<file path="src/rtl/core/rri_pkg.sv">
// ----------------------------------------------------------------------------
// Ray/rectangle intersection package
// Shared widths, payload structs, control struct and register index codes.
// ----------------------------------------------------------------------------
package rri_pkg;

   localparam int COORD_BITS      = 20;
   localparam int FRAC_BITS_DEF   = 10;
   localparam int PACK_BITS       = 3 * COORD_BITS;
   localparam int LEN_BITS        = 2 * COORD_BITS + 1;
   localparam int CSR_INDEX_BITS  = 3;
   localparam int CSR_DATA_BITS   = PACK_BITS;

   typedef logic signed [COORD_BITS-1:0] coord_type;
   typedef logic [PACK_BITS-1:0]         packed_vec_type;

   typedef struct packed {
      coord_type origin_x;
      coord_type origin_y;
      coord_type origin_z;
      coord_type dir_x;
      coord_type dir_y;
      coord_type dir_z;
   } rri_req_type;

   typedef struct packed {
      logic                  hit;
      logic [COORD_BITS-1:0] distance;
      coord_type             point_x;
      coord_type             point_y;
      coord_type             point_z;
   } rri_rsp_type;

   // valid travels with each stage, miss collects reject reasons
   typedef struct packed {
      logic valid;
      logic miss;
   } ctl_type;

   typedef enum logic [CSR_INDEX_BITS-1:0] {
      CSR_CORNER        = 3'd0,
      CSR_EDGE_A        = 3'd1,
      CSR_EDGE_B        = 3'd2,
      CSR_PLANE_NORMAL  = 3'd3,
      CSR_EDGE_A_LEN_SQ = 3'd4,
      CSR_EDGE_B_LEN_SQ = 3'd5,
      CSR_MIN_DISTANCE  = 3'd6
   } csr_index_type;

   function automatic coord_type lane(input packed_vec_type v, input int i);
      return coord_type'(v[i*COORD_BITS +: COORD_BITS]);
   endfunction

endpackage

</file>
<file path="src/rtl/core/rri_div_step.sv">
// ----------------------------------------------------------------------------
// Divider step
// One restoring division stage: resolves a single quotient bit.
// ----------------------------------------------------------------------------
module rri_div_step #(
   parameter int FRAC_BITS = rri_pkg::FRAC_BITS_DEF,
   parameter int SHIFT     = 0
) (
   input  logic                                        clock,
   input  logic                                        reset,
   input  logic                                        advance,
   input  rri_pkg::ctl_type                            ctl_i,
   input  rri_pkg::rri_req_type                        ray_i,
   input  logic [3*rri_pkg::COORD_BITS+FRAC_BITS+2:0]  rem_i,
   input  logic [2*rri_pkg::COORD_BITS+1:0]            dmag_i,
   input  logic [rri_pkg::COORD_BITS-1:0]              quo_i,
   output rri_pkg::ctl_type                            ctl_o,
   output rri_pkg::rri_req_type                        ray_o,
   output logic [3*rri_pkg::COORD_BITS+FRAC_BITS+2:0]  rem_o,
   output logic [2*rri_pkg::COORD_BITS+1:0]            dmag_o,
   output logic [rri_pkg::COORD_BITS-1:0]              quo_o
);
   import rri_pkg::*;

   localparam int CB   = COORD_BITS;
   localparam int DENW = 2 * CB + 2;
   localparam int AW   = 3 * CB + FRAC_BITS + 3;

   ctl_type         ctl_ff;
   rri_req_type     ray_ff;
   logic [AW-1:0]   rem_ff, rem_in;
   logic [DENW-1:0] dmag_ff;
   logic [CB-1:0]   quo_ff, quo_in;

   always_comb begin
      logic [AW-1:0] trial;
      trial  = AW'(dmag_i) << SHIFT;
      rem_in = rem_i;
      quo_in = quo_i;
      if (rem_i >= trial) begin
         rem_in        = rem_i - trial;
         quo_in[SHIFT] = 1'b1;
      end
   end

   always_ff @(posedge clock) begin
      if (reset) begin
         ctl_ff <= '0;
      end else if (advance) begin
         ctl_ff <= ctl_i;
      end
   end

   always_ff @(posedge clock) begin
      if (advance) begin
         ray_ff  <= ray_i;
         rem_ff  <= rem_in;
         dmag_ff <= dmag_i;
         quo_ff  <= quo_in;
      end
   end

   assign ctl_o  = ctl_ff;
   assign ray_o  = ray_ff;
   assign rem_o  = rem_ff;
   assign dmag_o = dmag_ff;
   assign quo_o  = quo_ff;

endmodule

</file>
<file path="config.mk">
export PLATFORM = sky130hd
export DESIGN_NAME = rri_div_step
export DESIGN_NICKNAME = d
export VERILOG_FILES = /design/src/rtl/core/rri_pkg.sv /design/src/rtl/core/rri_div_step.sv
export SDC_FILE = /design/constraint.sdc
export NUM_CORES = 1
export LEC_CHECK = 0
export BUFFER_PORTS_ARGS = -buffer_cell sky130_fd_sc_hd__buf_2
export CAP_MARGIN = 20
export CORE_AREA = 3 3 200 202
export CTS_BUF_LIST = sky130_fd_sc_hd__clkbuf_8
export DETAILED_ROUTE_END_ITERATION = 10
export DIE_AREA = 0 0 203 205
export PLACE_DENSITY_LB_ADDON = 0.25
export SYNTH_ARGS = -nofsm -noshare
export SYNTH_HDL_FRONTEND = slang
export SYNTH_SLANG_ARGS = --single-unit
</file>
<file path="constraint.sdc">
create_clock -name clock -period 8.3 [get_ports clock]
set_input_delay 0.83 -clock clock [delete_from_list [all_inputs] [get_ports clock]]
set_output_delay 0.83 -clock clock [all_outputs]
set_load 0.01 [all_outputs]
</file>
* Yosys cells after proc, flatten, opt, wreduce, memory -nomap -nowiden *
Index checks and enable logic that the tools add are counted.

cells by class
  add/subtract/negate cells = 1
  $mul = 0
  div/mod/pow operators = 0
  magnitude comparators = 1
  equality and inequality tests = 0
  shifts and indexed selects = 0
  multiplexer cells = 1
  bitwise gates (word level) = 0
  reductions and logical operators = 0

operator list
  cell                                              number
  73-bit by 42-bit >= comparator with 1-bit output  1
  73-bit two-way mux                                1
  73-bit by 42-bit subtractor with 73-bit output    1

word-level totals
  bits in registers = 257
  bits in latches = 0
  RAM bits = 0
  ROM bits = 0
  input bits = 260
  output and inout bits = 257
  word-level logic and storage cells = 15
  memories = 0

* Longest topological paths before layout *
  depth after elaboration = 2
  mapped depth = 13

* Worst setup path after synthesis *
Ideal clock, no wire load.

  kind = input to register
  start = in dmag_i[14] (netlist name)
  end = reg rem_ff[59] (netlist: rem_o[59]), data pin
  setup time = 0.266 ns
  arrival = 3.277 ns
  required time = 8.034 ns
  slack = 4.757 ns
  stages on the path = 13
  path buffers = 2
  cells stage by stage = inv_1 ha_1 buf_4 a21o_4 a21o_1 a21oi_2 or3_4 a2111oi_4 nor2_2 or4_1 buf_6 nor4_4 xor2_1

on the way
  longest elaborated chain between the ends = 2
  elaborated cells on any way between the ends = 3

RTL lines
  what                                                                                                                       RTL line                                RTL
  start, declared                                                                                                            rri_div_step.sv:15                      input logic [2*rri_pkg::COORD_BITS+1:0] dmag_i,
  73-bit by 42-bit subtractor with 73-bit output / 73-bit by 42-bit >= comparator with 1-bit output (equally long branches)  rri_div_step.sv:41, rri_div_step.sv:40
  73-bit two-way mux (*)                                                                                                     rri_div_step.sv:40                      if (rem_i >= trial) begin
  named net rem_in[59]                                                                                                       rri_div_step.sv:31                      logic [AW-1:0] rem_ff, rem_in;
  end signal, assigned                                                                                                       rri_div_step.sv:57                      rem_ff <= rem_in;
  end, declared                                                                                                              rri_div_step.sv:31

Mark *: on every way through the listed nets, which the timed path passes. The rest lies on a longest branch.
A chain may end at the register's enable or synchronous reset.

* Worst setup path in the final report *
  start = in dmag_i[0] (netlist name)
  end = reg rem_ff[52] (netlist: rem_o[52]), data pin

Same word-level chain as after synthesis.

==> impl_metrics.toml <==
[run_status]
status = "complete, no violations"

[synth]
synthAdderAreaFrac = 0.04597
synth.distinct_cells = 71
async_reset_ff_frac = 0
synth.top_cell.area_share = 0.6452
synth_xor_area_frac = 0.05018
synth_area_mm2 = 0.01187
synth-simple-area-share = 0.1169
ys_seq_area_frac = 0.6486
synth_area_leader_cell = "edfxtp_1"
ys_warn_count = 0
synth_compound_area_frac = 0.09942
ys_seq_elements = 257
netlist_top_cells_area = "edfxtp_1 (65%), ha_1 (4.4%), xor2_1 (3.5%), o21ai_0 (2.8%), nand2_1 (2.8%)"
synth_area_per_cell_um2 = 12.91
synth_edf_count = 255
synth_top_family_by_area = "simple AND/OR/NAND/NOR gates"
syn_inst = 919
synth_fp_nets = 1222
synthMuxAreaShare = 0.004428
synth_ff_type = "edfxtp_1"

[critical_path]
r2r-start = "ctl_o[1]"
startpoint = "dmag_i[0]"
worstPathCellList = "buf_2 -> ha_1 -> fa_1 -> nor2b_1 -> nor2_1 -> o21ai_0 -> a21oi_1 -> buf_4 -> o21ai_0 -> a41oi_1 -> nand4bb_1 -> nor4b_1 -> xor2_1"
cpMostUsedCell = "o21ai_0"
crit_required_ns = 8.62
startpoint_type = "input pin"
cp_max_fo = 12
path_class = "input pin to flip-flop"
r2r_end = "ctl_o[1]"
arrival_ns = 4.36
cp-end-kind = "flip-flop"
slowest_stage = "o21ai_0"
rrSetupSlack_ns = 7.71
endpoint = "rem_o[52]"
worst-r2r-cell-count = 2
max_stage_delay_ns = 0.59

[floorplanning]
die_area_mm2 = 0.04162
row_count = 72
ios = 517
initial_core_util = 0.3085
core-area_mm2 = 0.03847
fp.dieW_um = 203
die_h_um = 205

[global_routing]
grt_max_degree = 166
antenna_found_initial = 6
grt_pass1_wl_mm = 58.95
grt_use_total = 0.1886
grt_pass1_vias = 9464
gr-total-overflow = 0

[clocking]
cts_max_level = 2
clk_latency_ns = 0.57
clkSinkCount = 257
clock_path_buffers = 3
cts_root_buf = "clkbuf_8"
postCtsHoldBufs = 0
post-cts-setup-buffer-count = 0
cts.clk_slew.worst_paths_ns = 0.06
cts-buffers-inserted = 46
cts_resized = 0
tritoncts = "done"

[cells_and_area]
multi_input_area_mm2 = 0.003766
area_delta_synth_final_pct = 32.97
drive_gt1_frac = 0.4067
fill_cells = 3765
final_nets = 1745
seq_area_mm2 = 0.007697

[drt]
first_iter_violations = 554
vias_per_cell = 4.764
dr_wl_met3_mm = 3.522
wl_mm = 41.38
dr_wl_met2_mm = 21.27
via_count = 9489
drt_pre_antenna_iters = 5
route.detailed.drc = 0
ant_nets = 0
topRoutingLayerUsed = "met5"
wl_met1_mm = 15.17
routedWlPerCell_um = 20.77

[timing]
tightest_slew_ns = 1.019
clock_skew_ns = 0
slew_viol_final = 0
setup_viol = 0
period_share = 0.4872
rsz0062_at_grt = "no"
fin_crit_ns = 4.044
relSlewSlack = 0.3206
tns_ns = 0
hold_slack_ns = 0.4196
hold_violations = 0
max_freq_ghz = 0.2473

[place]
gp_congestion = 0.8802
io_buffers = 516
hpwlAfterDp_mm = 32.78

[worst_hold_path]
hp-class = "input pin to flip-flop"

[pwr]
ir_worst_vdd_mv = 0.1154
leakagePower_uw = 0.006718
power_density_mw_per_mm2 = 208.7

[run]
maxCapViolations = 0
==> kinds of logic after synthesis <==
logic type / after synthesis
compound gates: 192
buf+inv: 96
simple gates: 258
mux: 5
xor+xnor: 68
fa+ha+maj: 43
flops: 257
==> layout make-up <==
cell class | count | share of cell area
repair buffers | 519 | 0.1665
clock inverters | 29 | 0.009832
clock buffers | 50 | 0.04361
well taps | 518 | 0.04107
inverters | 52 | 0.01237
multi-input cells | 566 | 0.2387
diodes | 1 | 0.0001586
flip-flops and latches | 257 | 0.4878
==> flip-flops by register name, summed over array words and instances (netlist names) <==
name	cells
quo_o	20
rem_o	73
ctl_o	2
ray_o	120
dmag_o	42
==> critical path: cells and delay by family <==
kind                     cells  cell delay (ns)
XOR/XNOR                     1             0.17
AND/OR/NAND/NOR              4             0.85
buffers and inverters        2             0.35
AO/OA/AOI/OAI                4             1.51
adder cells (fa/ha/maj)      2             0.62
==> metrics by stage <==
stage / area (um^2) / total power (uW) / worst slack, ns / util / instances
CTS: 15780 / 3355 / 4.245 / 0.4102 / 1991
detailed placement: 14930 / 2212 / 3.570 / 0.3882 / 1912
global route: 15780 / 3463 / 3.990 / 0.4102 / 1992
finish: 15780 / 3294 / 4.256 / 0.4102 / 1992
global placement: 14930 / 2207 / 3.630 / 0.3882 / 1912
floorplan: 11870 / 1902 / 4.757 / - / 919
==> metal layers <==
layer / track usage / vias up
met1: 0.2095 / 4525
met2: 0.3380 / 407
li1: - / 4466
met4: 0.07350 / 8
met3: 0.05832 / 83
met5: 0 / -
==> Yosys cell counts, types with 3 or more instances <==
cell,count
o21a_1,7
nor2b_1,4
or4_1,13
nand4bb_1,3
xnor2_1,20
buf_2,16
a21oi_1,53
nor2_1,49
inv_1,52
o221ai_1,3
xor2_1,48
buf_4,3
nand4_1,18
nor4_1,11
nor3_1,23
nand2_1,87
and3_1,3
a21o_1,14
and2_1,4
o21bai_1,11
mux2i_1,3
nand2b_1,6
or3_1,4
clkbuf_1,21
o21ai_0,67
nand3_1,9
o21ai_1,5
nor4_4,3
a31oi_1,5
ha_1,42
edfxtp_1,255
==> cell usage in the layout (no fill, tap or decap), drive strengths merged, types with 7 or more instances in the layout <==
| cell | instances |
|---|---|
| buf | 519 |
| edfxtp | 255 |
| nand2 | 87 |
| o21ai | 72 |
| inv | 69 |
| a21oi | 54 |
| nor2 | 52 |
| clkbuf | 50 |
| xor2 | 48 |
| ha | 42 |
| nor3 | 25 |
| xnor2 | 20 |
| nand4 | 18 |
| a21o | 15 |
| nor4 | 15 |
| or4 | 14 |
| o21bai | 11 |
| nand3 | 9 |
| clkinv | 9 |
| o21a | 7 |
| nand2b | 7 |
==> how the worst min path moves through the flow <==
stage	start	to	depth (start not counted)
floorplan	ctl_o[0]	ctl_o[0]	2
global placement	ctl_o[1]	ctl_o[1]	2
detailed placement	ctl_o[0]	ctl_o[0]	2
CTS	reset	ctl_o[0]	2
global route	ray_i[76]	ray_o[76]	1
finish	reset	ctl_o[1]	2
==> power by group <==
part	total, uW	internal (uW)	switching [uW]
clock network	1110	583	531
registers	1600	1570	30.6
logic	576	222	353
total	3290	2380	914
(Power assumes the default switching activity.)
